--- src/srhb_pkg.sv ---
// Shared constants, types and register codes for the speed ramp H-bridge drive.
// Used by srhb_scale and speed_ramp_hbridge_drive; depends on nothing else.
`timescale 1ns / 1ps
`default_nettype none

package srhb_pkg;

    // ramp time width in ticks (valid range 8 to 32)
    localparam int TIME_BITS   = 24;
    localparam int ELAPSED_W   = TIME_BITS + 1;
    localparam int RAMP_TIME_W = 24;

    // speed, difference and duty widths
    localparam int SPEED_W = 16;
    localparam int DIFF_W  = SPEED_W + 1;
    localparam int DUTY_W  = 15;
    localparam int PROD_W  = DIFF_W + TIME_BITS;
    localparam int STEP_W  = $clog2(DIFF_W + 1);

    // full scale speed, 100 percent in steps of 1/256 percent
    localparam int SPEED_FULL = 25600;
    localparam logic signed [DIFF_W-1:0] FULL_POS = DIFF_W'(SPEED_FULL);
    localparam logic signed [DIFF_W-1:0] FULL_NEG = -FULL_POS;
    localparam logic [DUTY_W-1:0]        DUTY_FULL = DUTY_W'(SPEED_FULL);

    // configuration port
    localparam int CFG_IDX_W  = 2;
    localparam int CFG_DATA_W = 15;
    localparam logic [CFG_IDX_W-1:0] CFG_BRAKE_MODE = CFG_IDX_W'(0);
    localparam logic [CFG_IDX_W-1:0] CFG_DEADBAND   = CFG_IDX_W'(1);

    // request command codes
    localparam logic CMD_TICK     = 1'b0;
    localparam logic CMD_SETPOINT = 1'b1;

    // sequencer states
    typedef enum logic [1:0] {
        ST_IDLE,
        ST_EVAL,
        ST_DIV,
        ST_FINISH
    } state_t;

    // control and status between sequencer and scaling unit
    typedef struct packed {
        logic start;
    } scale_ctrl_t;

    typedef struct packed {
        logic busy;
        logic done;
    } scale_stat_t;

endpackage

`default_nettype wire

--- src/srhb_scale.sv ---
// Shared scaling unit: one multiply, then a restoring divide one quotient bit per cycle.
// Computes mag * elapsed / length, truncated; needs elapsed <= length and length != 0.
// Depends on srhb_pkg.
`timescale 1ns / 1ps
`default_nettype none

module srhb_scale
    import srhb_pkg::*;
(
    input  wire logic                 clk,
    input  wire logic                 rst_n,
    input  wire scale_ctrl_t          ctrl,
    input  wire logic [DIFF_W-1:0]    mag,
    input  wire logic [TIME_BITS-1:0] elapsed,
    input  wire logic [TIME_BITS-1:0] length,
    output scale_stat_t               stat,
    output logic [DIFF_W-1:0]         quot
);

    logic                 busy_reg, busy_next;
    logic                 done_reg, done_next;
    logic [STEP_W-1:0]    step_reg, step_next;
    logic [PROD_W-1:0]    prod_reg, prod_next;
    logic [TIME_BITS-1:0] rem_reg, rem_next;
    logic [DIFF_W-1:0]    quot_reg, quot_next;
    logic [TIME_BITS:0]   trial;
    logic                 fits;

    // one divide step: bring down the next dividend bit and try a subtract
    assign trial = {rem_reg, quot_reg[DIFF_W-1]};
    assign fits  = (trial >= {1'b0, length});

    // sequencing of multiply, load and divide steps
    always_comb
    begin
        busy_next = busy_reg;
        done_next = 1'b0;
        step_next = step_reg;
        prod_next = prod_reg;
        rem_next  = rem_reg;
        quot_next = quot_reg;
        if (ctrl.start)
        begin
            prod_next = PROD_W'(mag) * PROD_W'(elapsed);
            step_next = '0;
            busy_next = 1'b1;
        end
        else if (busy_reg)
        begin
            if (step_reg == '0)
            begin
                // top bits are below the divisor since the quotient fits DIFF_W bits
                rem_next  = prod_reg[PROD_W-1 -: TIME_BITS];
                quot_next = prod_reg[DIFF_W-1:0];
                step_next = step_reg + STEP_W'(1);
            end
            else
            begin
                if (fits)
                begin
                    rem_next = TIME_BITS'(trial - {1'b0, length});
                end
                else
                begin
                    rem_next = trial[TIME_BITS-1:0];
                end
                quot_next = {quot_reg[DIFF_W-2:0], fits};
                if (step_reg == STEP_W'(DIFF_W))
                begin
                    busy_next = 1'b0;
                    done_next = 1'b1;
                end
                else
                begin
                    step_next = step_reg + STEP_W'(1);
                end
            end
        end
    end

    // control registers
    always_ff @(posedge clk or negedge rst_n)
    begin
        if (!rst_n)
        begin
            busy_reg <= 1'b0;
            done_reg <= 1'b0;
            step_reg <= '0;
        end
        else
        begin
            busy_reg <= busy_next;
            done_reg <= done_next;
            step_reg <= step_next;
        end
    end

    // datapath registers
    always_ff @(posedge clk)
    begin
        prod_reg <= prod_next;
        rem_reg  <= rem_next;
        quot_reg <= quot_next;
    end

    assign stat.busy = busy_reg;
    assign stat.done = done_reg;
    assign quot      = quot_reg;

endmodule

`default_nettype wire

--- src/speed_ramp_hbridge_drive.sv ---
// Top level: ramp state, sequencer, clamp, H-bridge duty stage and output register.
// Depends on srhb_pkg and srhb_scale.
`timescale 1ns / 1ps
`default_nettype none

// Linear speed ramp driving an H-bridge. A setpoint request starts a ramp from the present
// speed to target_speed over ramp_time ticks; a tick request advances the ramp by one tick.
// Every request gives one result: the clamped speed, both leg duties and a ramp-done flag.
// A request whose speed lies on the slope of a ramp reaches a valid result through one
// multiply, one load and DIFF_W divide steps in the shared scaling unit, plus sequencer
// steps; a request outside a ramp skips the scaling unit. One request is in work at
// a time; in_ready is high only while the sequencer is idle. The result register frees the
// input side, so a new request may be taken while a result still waits for out_ready.
// Configuration writes are always ready and take effect at once.
module speed_ramp_hbridge_drive
    import srhb_pkg::*;
(
    input  wire logic                    clk,
    input  wire logic                    rst_n,
    // configuration
    input  wire logic                    cfg_valid,
    output logic                         cfg_ready,
    input  wire logic [CFG_IDX_W-1:0]    cfg_index,
    input  wire logic [CFG_DATA_W-1:0]   cfg_data,
    // request channel
    input  wire logic                    in_valid,
    output logic                         in_ready,
    input  wire logic                    cmd,
    input  wire logic signed [SPEED_W-1:0] target_speed,
    input  wire logic [RAMP_TIME_W-1:0]  ramp_time,
    // result channel
    output logic                         out_valid,
    input  wire logic                    out_ready,
    output logic signed [SPEED_W-1:0]    drive_speed,
    output logic [DUTY_W-1:0]            duty_a,
    output logic [DUTY_W-1:0]            duty_b,
    output logic                         ramp_done
);

    state_t state_reg, state_next;

    logic                     brake_mode_reg;
    logic [DUTY_W-1:0]        deadband_reg;

    logic signed [SPEED_W-1:0] cur_speed_reg, cur_speed_next;
    logic signed [SPEED_W-1:0] start_reg, start_next;
    logic signed [SPEED_W-1:0] end_reg, end_next;
    logic [ELAPSED_W-1:0]      elapsed_reg, elapsed_next;
    logic [TIME_BITS-1:0]      length_reg, length_next;
    logic signed [DIFF_W-1:0]  raw_reg, raw_next;

    logic                      out_valid_reg, out_valid_next;
    logic signed [SPEED_W-1:0] speed_out_reg, speed_out_next;
    logic [DUTY_W-1:0]         duty_a_reg, duty_a_next;
    logic [DUTY_W-1:0]         duty_b_reg, duty_b_next;
    logic                      done_out_reg, done_out_next;

    logic                      in_accept;
    logic                      ramp_over;
    logic signed [DIFF_W-1:0]  start_ext;
    logic signed [DIFF_W-1:0]  end_ext;
    logic signed [DIFF_W-1:0]  diff;
    logic                      diff_neg;
    logic [DIFF_W-1:0]         diff_mag;
    logic signed [DIFF_W-1:0]  part;
    logic signed [DIFF_W-1:0]  clamped;
    logic signed [DIFF_W-1:0]  db_pos;
    logic signed [DIFF_W-1:0]  db_neg;
    logic [DUTY_W-1:0]         idle_duty;
    logic signed [DIFF_W-1:0]  drive_duty;

    scale_ctrl_t               scale_ctrl;
    scale_stat_t               scale_stat;
    logic [DIFF_W-1:0]         scale_quot;

    assign cfg_ready = 1'b1;
    assign in_ready  = (state_reg == ST_IDLE);
    assign in_accept = in_valid && in_ready;

    // configuration registers
    always_ff @(posedge clk or negedge rst_n)
    begin
        if (!rst_n)
        begin
            brake_mode_reg <= 1'b1;
            deadband_reg   <= '0;
        end
        else if (cfg_valid)
        begin
            unique case (cfg_index)
                CFG_BRAKE_MODE: brake_mode_reg <= cfg_data[0];
                CFG_DEADBAND:   deadband_reg   <= cfg_data[DUTY_W-1:0];
                default:        ;
            endcase
        end
    end

    // ramp difference and its magnitude for the scaling unit
    assign start_ext = DIFF_W'(start_reg);
    assign end_ext   = DIFF_W'(end_reg);
    assign diff      = end_ext - start_ext;
    assign diff_neg  = diff[DIFF_W-1];
    assign diff_mag  = diff_neg ? DIFF_W'(-diff) : DIFF_W'(diff);
    assign part      = diff_neg ? -$signed(scale_quot) : $signed(scale_quot);
    assign ramp_over = (length_reg == '0) || (elapsed_reg > ELAPSED_W'(length_reg));

    srhb_scale u_scale (
        .clk     (clk),
        .rst_n   (rst_n),
        .ctrl    (scale_ctrl),
        .mag     (diff_mag),
        .elapsed (elapsed_reg[TIME_BITS-1:0]),
        .length  (length_reg),
        .stat    (scale_stat),
        .quot    (scale_quot)
    );

    // clamp to full scale and derive the leg duties
    always_comb
    begin
        if (raw_reg > FULL_POS)
        begin
            clamped = FULL_POS;
        end
        else if (raw_reg < FULL_NEG)
        begin
            clamped = FULL_NEG;
        end
        else
        begin
            clamped = raw_reg;
        end
        db_pos     = DIFF_W'(deadband_reg);
        db_neg     = -db_pos;
        idle_duty  = brake_mode_reg ? DUTY_FULL : '0;
        drive_duty = '0;
        priority if (clamped > db_pos)
        begin
            drive_duty  = FULL_POS - clamped;
            duty_a_next = idle_duty;
            duty_b_next = drive_duty[DUTY_W-1:0];
        end
        else if (clamped < db_neg)
        begin
            drive_duty  = FULL_POS + clamped;
            duty_a_next = drive_duty[DUTY_W-1:0];
            duty_b_next = idle_duty;
        end
        else
        begin
            duty_a_next = idle_duty;
            duty_b_next = idle_duty;
        end
    end

    // sequencer and ramp state update
    always_comb
    begin
        state_next       = state_reg;
        cur_speed_next   = cur_speed_reg;
        start_next       = start_reg;
        end_next         = end_reg;
        elapsed_next     = elapsed_reg;
        length_next      = length_reg;
        raw_next         = raw_reg;
        scale_ctrl.start = 1'b0;
        out_valid_next   = out_valid_reg && !out_ready;
        speed_out_next   = speed_out_reg;
        done_out_next    = done_out_reg;
        unique case (state_reg)
            ST_IDLE:
            begin
                if (in_accept)
                begin
                    if (cmd == CMD_SETPOINT)
                    begin
                        start_next   = cur_speed_reg;
                        end_next     = target_speed;
                        length_next  = TIME_BITS'(ramp_time);
                        elapsed_next = '0;
                    end
                    else if (elapsed_reg <= ELAPSED_W'(length_reg))
                    begin
                        elapsed_next = elapsed_reg + ELAPSED_W'(1);
                    end
                    state_next = ST_EVAL;
                end
            end
            ST_EVAL:
            begin
                if (ramp_over)
                begin
                    raw_next   = end_ext;
                    state_next = ST_FINISH;
                end
                else
                begin
                    scale_ctrl.start = 1'b1;
                    state_next       = ST_DIV;
                end
            end
            ST_DIV:
            begin
                if (scale_stat.done && !scale_stat.busy)
                begin
                    raw_next   = start_ext + part;
                    state_next = ST_FINISH;
                end
            end
            ST_FINISH:
            begin
                // hold until the result register is free
                if (!out_valid_reg || out_ready)
                begin
                    cur_speed_next = clamped[SPEED_W-1:0];
                    speed_out_next = clamped[SPEED_W-1:0];
                    done_out_next  = (elapsed_reg > ELAPSED_W'(length_reg));
                    out_valid_next = 1'b1;
                    state_next     = ST_IDLE;
                end
            end
            default:
            begin
                state_next = ST_IDLE;
            end
        endcase
    end

    // state and control registers
    always_ff @(posedge clk or negedge rst_n)
    begin
        if (!rst_n)
        begin
            state_reg     <= ST_IDLE;
            out_valid_reg <= 1'b0;
            cur_speed_reg <= '0;
            start_reg     <= '0;
            end_reg       <= '0;
            elapsed_reg   <= ELAPSED_W'(1);
            length_reg    <= '0;
        end
        else
        begin
            state_reg     <= state_next;
            out_valid_reg <= out_valid_next;
            cur_speed_reg <= cur_speed_next;
            start_reg     <= start_next;
            end_reg       <= end_next;
            elapsed_reg   <= elapsed_next;
            length_reg    <= length_next;
        end
    end

    // payload registers
    always_ff @(posedge clk)
    begin
        raw_reg       <= raw_next;
        speed_out_reg <= speed_out_next;
        done_out_reg  <= done_out_next;
        if (state_reg == ST_FINISH && (!out_valid_reg || out_ready))
        begin
            duty_a_reg <= duty_a_next;
            duty_b_reg <= duty_b_next;
        end
    end

    assign out_valid   = out_valid_reg;
    assign drive_speed = speed_out_reg;
    assign duty_a      = duty_a_reg;
    assign duty_b      = duty_b_reg;
    assign ramp_done   = done_out_reg;

endmodule

`default_nettype wire
--- config.mk ---
export PLATFORM = sky130hd
export DESIGN_NAME = speed_ramp_hbridge_drive
export DESIGN_NICKNAME = d
export VERILOG_FILES = /design/src/srhb_pkg.sv /design/src/srhb_scale.sv /design/src/speed_ramp_hbridge_drive.sv
export SDC_FILE = /design/constraint.sdc
export NUM_CORES = 2
export LEC_CHECK = 0
export BUFFER_PORTS_ARGS = -buffer_cell sky130_fd_sc_hd__buf_2
export CAP_MARGIN = 20
export CORE_MARGIN = 8
export CORE_UTILIZATION = 70
export CTS_BUF_LIST = sky130_fd_sc_hd__clkbuf_16
export DETAILED_ROUTE_END_ITERATION = 16
export PLACE_DENSITY = 0.92
export SLEW_MARGIN = 10
export SYNTH_ARGS = -nofsm -noshare
export SYNTH_HDL_FRONTEND = slang
export SYNTH_SLANG_ARGS = --single-unit
--- constraint.sdc ---
create_clock -name clk -period 16.1 [get_ports clk]
set_input_delay 0.805 -clock clk [delete_from_list [all_inputs] [get_ports clk]]
set_output_delay 0.805 -clock clk [all_outputs]
set_load 0.005 [all_outputs]
* Yosys cells after proc, flatten, opt, wreduce, memory -nomap -nowiden *
Index checks and enable logic that the tools add are counted.
Widths: inputs -> output; s select.

operators by class
  $add $sub $neg = 10
  multipliers = 1
  order comparisons = 7
  equality and inequality tests = 10
  muxes and demuxes = 37
  bitwise gates (word level) = 1
  reductions and logical operators = 25

operators by type and width
  cell                    count
  $mux 17                 7
  $mux 15                 4
  $mux 25                 2
  $mux 24                 2
  $mul 17x24->41          1
  $neg 17->17             2
  $pmux 17 s2             1
  $add 25x1->25 const B   1
  $ge 25x24->1            1
  $gt 25x24->1            1
  $le 25x24->1            1
  $logic_not 24->1        1
  $sub 24x24->24          1
  $mux 5                  4
  $add 16x17->17          1
  $gt 17x16->1            1
  $gt 17x16->1 const B    1
  $lt 17x16->1 const B    1
  $lt 17x17->1            1
  $neg 15->17             1
  $sub 16x16->17          1
  $add 14x15->15 const A  1
  $sub 14x15->15 const A  1
  $mux 1                  13
  18 further kinds        40

storage, ports and cells
  register bits after elaboration = 269
  bits of input ports = 63
  output and inout bits = 50
  word-level logic and storage cells = 111

* Longest topological paths before layout *
  depth in word-level cells = 6
  depth in mapped cells = 37
  depth with buffers taken out = 36

* Cells and area by module *
From an unflattened synthesis, not the netlist that was laid out.

second synthesis, totals
  cells, all modules = 3204
  area total of the unflattened synthesis = 29718.5 um^2

by module, submodules not included
  module                    times used  cells an instance  area each (um^2)  seq. area each (um^2)
  srhb_scale                1           1979               18048.6           2637.5
  speed_ramp_hbridge_drive  1           1225               11669.9           4827.1

* Least setup slack after synthesis *
OpenSTA, ideal clock, no wires.

  path type = register to register
  from = register start_reg[0]
  to = register u_scale.prod_reg[37] (data pin)
  library setup time = 258 ps
  data arrival time = 8523 ps
  data required time = 15842 ps
  slack = 7319 ps
  cell stages (with the launch flop) = 37
  buffers on the path = 2
  period minus slack after synthesis = 8781 ps
  path through = dfrtp_1 > ha_1 > fa_1 > nor2b_4 > o31ai_1 > a31oi_1 > o31ai_1 > a21oi_1 > nand2_1 > nand2_1 > buf_2 > a21oi_1 > xnor2_1 > buf_2 > nand2_1 > fa_1 > inv_1 > fa_1 > inv_1 > fa_1 > inv_1 > fa_1 > fa_1 > inv_1 > fa_1 > inv_1 > ha_1 > a21oi_1 > o21ai_0 > a311oi_1 > or2_2 > o2111ai_1 > a41oi_1 > a21oi_1 > or2_2 > a41o_1 > xor2_1

between the ends
  longest elaborated chain between the ends = 4

ends and longest elaborated chain
  what                    RTL line                         text
  start, declared         speed_ramp_hbridge_drive.sv:46   logic signed [SPEED_W-1:0] start_reg, start_next;
  start signal, assigned  speed_ramp_hbridge_drive.sv:247  start_reg <= start_next;
  $sub 16x16->17 *        speed_ramp_hbridge_drive.sv:101  assign diff = end_ext - start_ext;
  $neg 17->17             speed_ramp_hbridge_drive.sv:103  assign diff_mag = diff_neg ? DIFF_W'(-diff) : DIFF_W'(diff);
  $mux 17 *               speed_ramp_hbridge_drive.sv:103
  $mul 17x24->41 *        srhb_scale.sv:44                 prod_next = PROD_W'(mag) * PROD_W'(elapsed);
  end signal, assigned    srhb_scale.sv:101                prod_reg <= prod_next;
  end, declared           srhb_scale.sv:23                 logic [PROD_W-1:0] prod_reg, prod_next;

Mark *: on every way between the ends. The rest lies on a longest branch, timed or not.
A chain may end at the register's enable or synchronous reset.

* Final worst setup path *
  from = register end_reg[0]
  to = register u_scale.prod_reg[40] (data pin)

between the ends
  longest elaborated chain between the ends = 4

ends and longest elaborated chain
  what                    RTL line                         text
  start, declared         speed_ramp_hbridge_drive.sv:47   logic signed [SPEED_W-1:0] end_reg, end_next;
  start signal, assigned  speed_ramp_hbridge_drive.sv:248  end_reg <= end_next;
  $sub 16x16->17 *        speed_ramp_hbridge_drive.sv:101
  $neg 17->17             speed_ramp_hbridge_drive.sv:103
  $mux 17 *               speed_ramp_hbridge_drive.sv:103
  $mul 17x24->41 *        srhb_scale.sv:44

Marks and branches as above.

==> results.txt <==
----------------------------------------------------
[Floorplan]
  Initial standard-cell utilization of the core ... 0.709
  Core Rows ... 74
  Floorplan core area ... around 0.041 mm^2
  Die ar. ... between 0.04 and 0.05 mm^2
  Vertical die dimension ... ~220 um
  Number of primary I/O pins ... between 100 and 150
  Overall die width ... between 200 and 250 um

[STA]
  Relative max-transition margin ... 0.234
  Fraction of the cycle the final worst path needs ... 0.666
  Aggregate negative setup slack ... 0 ps
  Count of final max-slew check failures ... 0
  Final period demand of the worst path ... ~11,000 ps
  Maximum operating frequency ... between 90 and 100 MHz
  Slew at the pin closest to its max-slew limit ... 1150 ps
  Final WS setup ... roughly 5400 ps
  Count of final hold-check violations ... 0
  RSZ-0062 raised after global routing ... no
  Worst clock skew ... 18.7 ps
  Final setup violating endpoints ... 0

[Critical path]
  Worst R2R Path Depth ... 33
  Element type at the critical path start ... flip-flop
  CP peak stage delay ... ~730 ps
  Destination of the worst register-to-register timing path ... u_scale.prod_reg[40]
  Worst reg2reg path startpoint ... end_reg[0]
  WP data required ... 16,400 ps
  CP Data Arrival Time ... ~11,000 ps
  Worst setup slack for register-to-register paths ... ~5400 ps
  Crit path capture type ... flip-flop
  Most common cell on crit path ... fa_1
  Maximum fanout encountered on the critical timing path ... 19
  Path type of the worst setup path ... flip-flop to flip-flop
  Critical Path Slowest Stage Cell ... xnor2_2

[Logic synthesis]
  Synthesized netlist cell count ... around 3,100
  Top cell types by occurrence after synthesis ... 537 x nand2_1, 516 x inv_1, 332 x fa_1
  Fraction of post-synthesis cell area in the top cell type by area ... 0.230
  Post-Synthesis Mean Instance Area ... between 9 and 10 um^2
  Count of unique library cells instantiated by Yosys ... 87
  Top cells by area, synth ... fa_1 23%, edfxtp_1 15%, dfrtp_1 10%, ha_1 10%, nand2_1 7.0%
  Cell type with the highest aggregate area in the netlist ... fa_1
  Synth async-reset ratio ... 0.457
  Number of storage elements in the synthesis netlist ... roughly 270
  Number of flops mapped to enable cells by yosys ... 146
  Share of synthesized area occupied by flip-flops and latches ... 0.258
  Most frequent cell after synthesis ... nand2_1
  Post-synth design cell area ... around 0.029 mm^2
  Predominant post-synthesis flop cell ... edfxtp_1
  Syn Nets ... around 3,800
  Warning count from the yosys run ... 0

[Place]
  Detailed Place HPWL ... around 59 mm
  Port buffer count ... 111
  Worst-case setup slack after placement ... around 5600 ps
  Cell area reported after detailed placement ... between 0.02 and 0.03 mm^2
  Routability cong. ... 1.01

[Drt]
  Final antenna-violating net count ... 0
  Via density per instance ... just over 6
  DRC ... 0
  Initial drt markers ... 2,287
  Detailed Route WL ... 79.2 mm
  Total iterations of the first detailed-routing run ... 8
  Vias after detailed routing ... 23,200
  Routed length per placed instance ... about 21 um

[Global routing]
  GRT Resource Usage Total ... 0.336
  Number of antenna violations at the first check in global routing ... 1
  Wire length of the first global-routing pass ... 128 mm
  Number of global-route vias before repair ... between 20,000 and 30,000
  Maximum number of pins on one net before global-route repair ... 85
  Sum of overflow across all layers after global routing ... 0

[Clock network]
  Clk Tree Root Cell ... clkbuf_16
  Hold_buf cts ... 0
  Total CTS buffers ... 29
  CTS tree ... done
  Number of levels in the clock H-tree ... 1
  Post-CTS resize count ... 0
  Setup fix buffers added after clock tree synthesis ... 0
  Clock Latency Late Sink ... roughly 560 ps
  Sinks on the clock net ... between 200 and 300
  CTS clock-pin slew for the worst setup and hold paths ... about 70 ps
  CTS max path bufs ... 3

[Finish]
  FILL cells ... between 2,000 and 3,000
  Area growth from synthesis to layout ... 6.90%
  Largest register FFs ... 41
  Finished layout cell area ... just over 0.03 mm^2
  Net count reported at finish ... 3,822
  Layout cell share with drive strength beyond 1 ... 0.0923

[Flow run]
  Number of max-cap violations ... 0

[Status]
  Result of the run ... finished, final reports clean

[Worst hold path]
  Class of the tightest hold or removal check ... input pin to asynchronous set/reset pin

----------------------------------------------------
[final cells by class]
cell class | instances | area (um^2) | share of cell area
Tap cell | 532 | 666 | 0.0215
Clock inverter | 24 | 195 | 0.00630
Timing Repair Buffer | 152 | 901 | 0.0291
Multi-Input combinational cell | 2216 | 19100 | 0.616
Antenna cell | 2 | 5.00 | 0.000162
Sequential cell | 269 | 7460 | 0.241
Clock buffer | 29 | 726 | 0.0234
Inverter | 517 | 1940 | 0.0627
[critical path, delay by kind of cell, from the launching register on]
kind,cells,cell delay [ps]
adder cells (fa/ha/maj),9,3860
AND/OR/NAND/NOR,3,420
flip-flops,1,360
buffers and inverters,5,520
XOR/XNOR,2,810
AO/OA/AOI/OAI,14,4490
[metal layers]
metal	global-route usage	up-vias	routed length, um
li1	-	10100	-
met1	0.389	11300	27600
met2	0.581	1302	39000
met3	0.0565	385	7180
met4	0.197	2	5440
met5	0	-	31
[metrics by stage]
stage | instances | util | hold slack [ps]
final | 3741 | 0.758 | 227
after global routing | 3739 | 0.758 | 261
after CTS | 3736 | 0.757 | 231
after detailed placement | 3683 | 0.734 | 480
after global placement | 3682 | 0.734 | 466
after floorplan | 3129 | - | 439
[worst max-delay path by stage]
stage                      start              endpoint  slack [ps]  cells after the start
detailed placement    end_reg[0]  u_scale.prod_reg[37]        5610                     32
global placement      end_reg[0]  u_scale.prod_reg[37]        5730                     34
CTS                   end_reg[0]  u_scale.prod_reg[37]        5530                     33
global route          end_reg[0]  u_scale.prod_reg[38]        4870                     33
floorplan           start_reg[0]  u_scale.prod_reg[37]        7320                     36
finish                end_reg[0]  u_scale.prod_reg[40]        5380                     33
[logic make-up after synthesis]
| kind of cell | after synthesis | share of synthesized area |
|---|---|---|
| DFF | 269 | 0.258 |
| other | 1 | 0.000129 |
| adders and majority gates | 574 | 0.334 |
| muxes | 40 | 0.0154 |
| buffers and inverters | 644 | 0.0864 |
| and+or+nand+nor | 1036 | 0.168 |
| AOI/OAI and AO/OA | 411 | 0.0909 |
| xor gates and xnor gates | 154 | 0.0479 |
[cells in the final DEF, fill, tap and decap left out, drive strengths merged, types with 39 or more instances in the layout]
cell,count
dfrtp,121
ha,242
a21oi,97
xor2,39
nand2,539
nor2,151
and2,126
a21o,43
buf,152
inv,525
o21ai,129
xnor2,115
fa,332
edfxtp,146
Power is left out: the tool's default activity adds up to more than one toggle a clock period on the data nets, which glitch-free logic cannot reach.
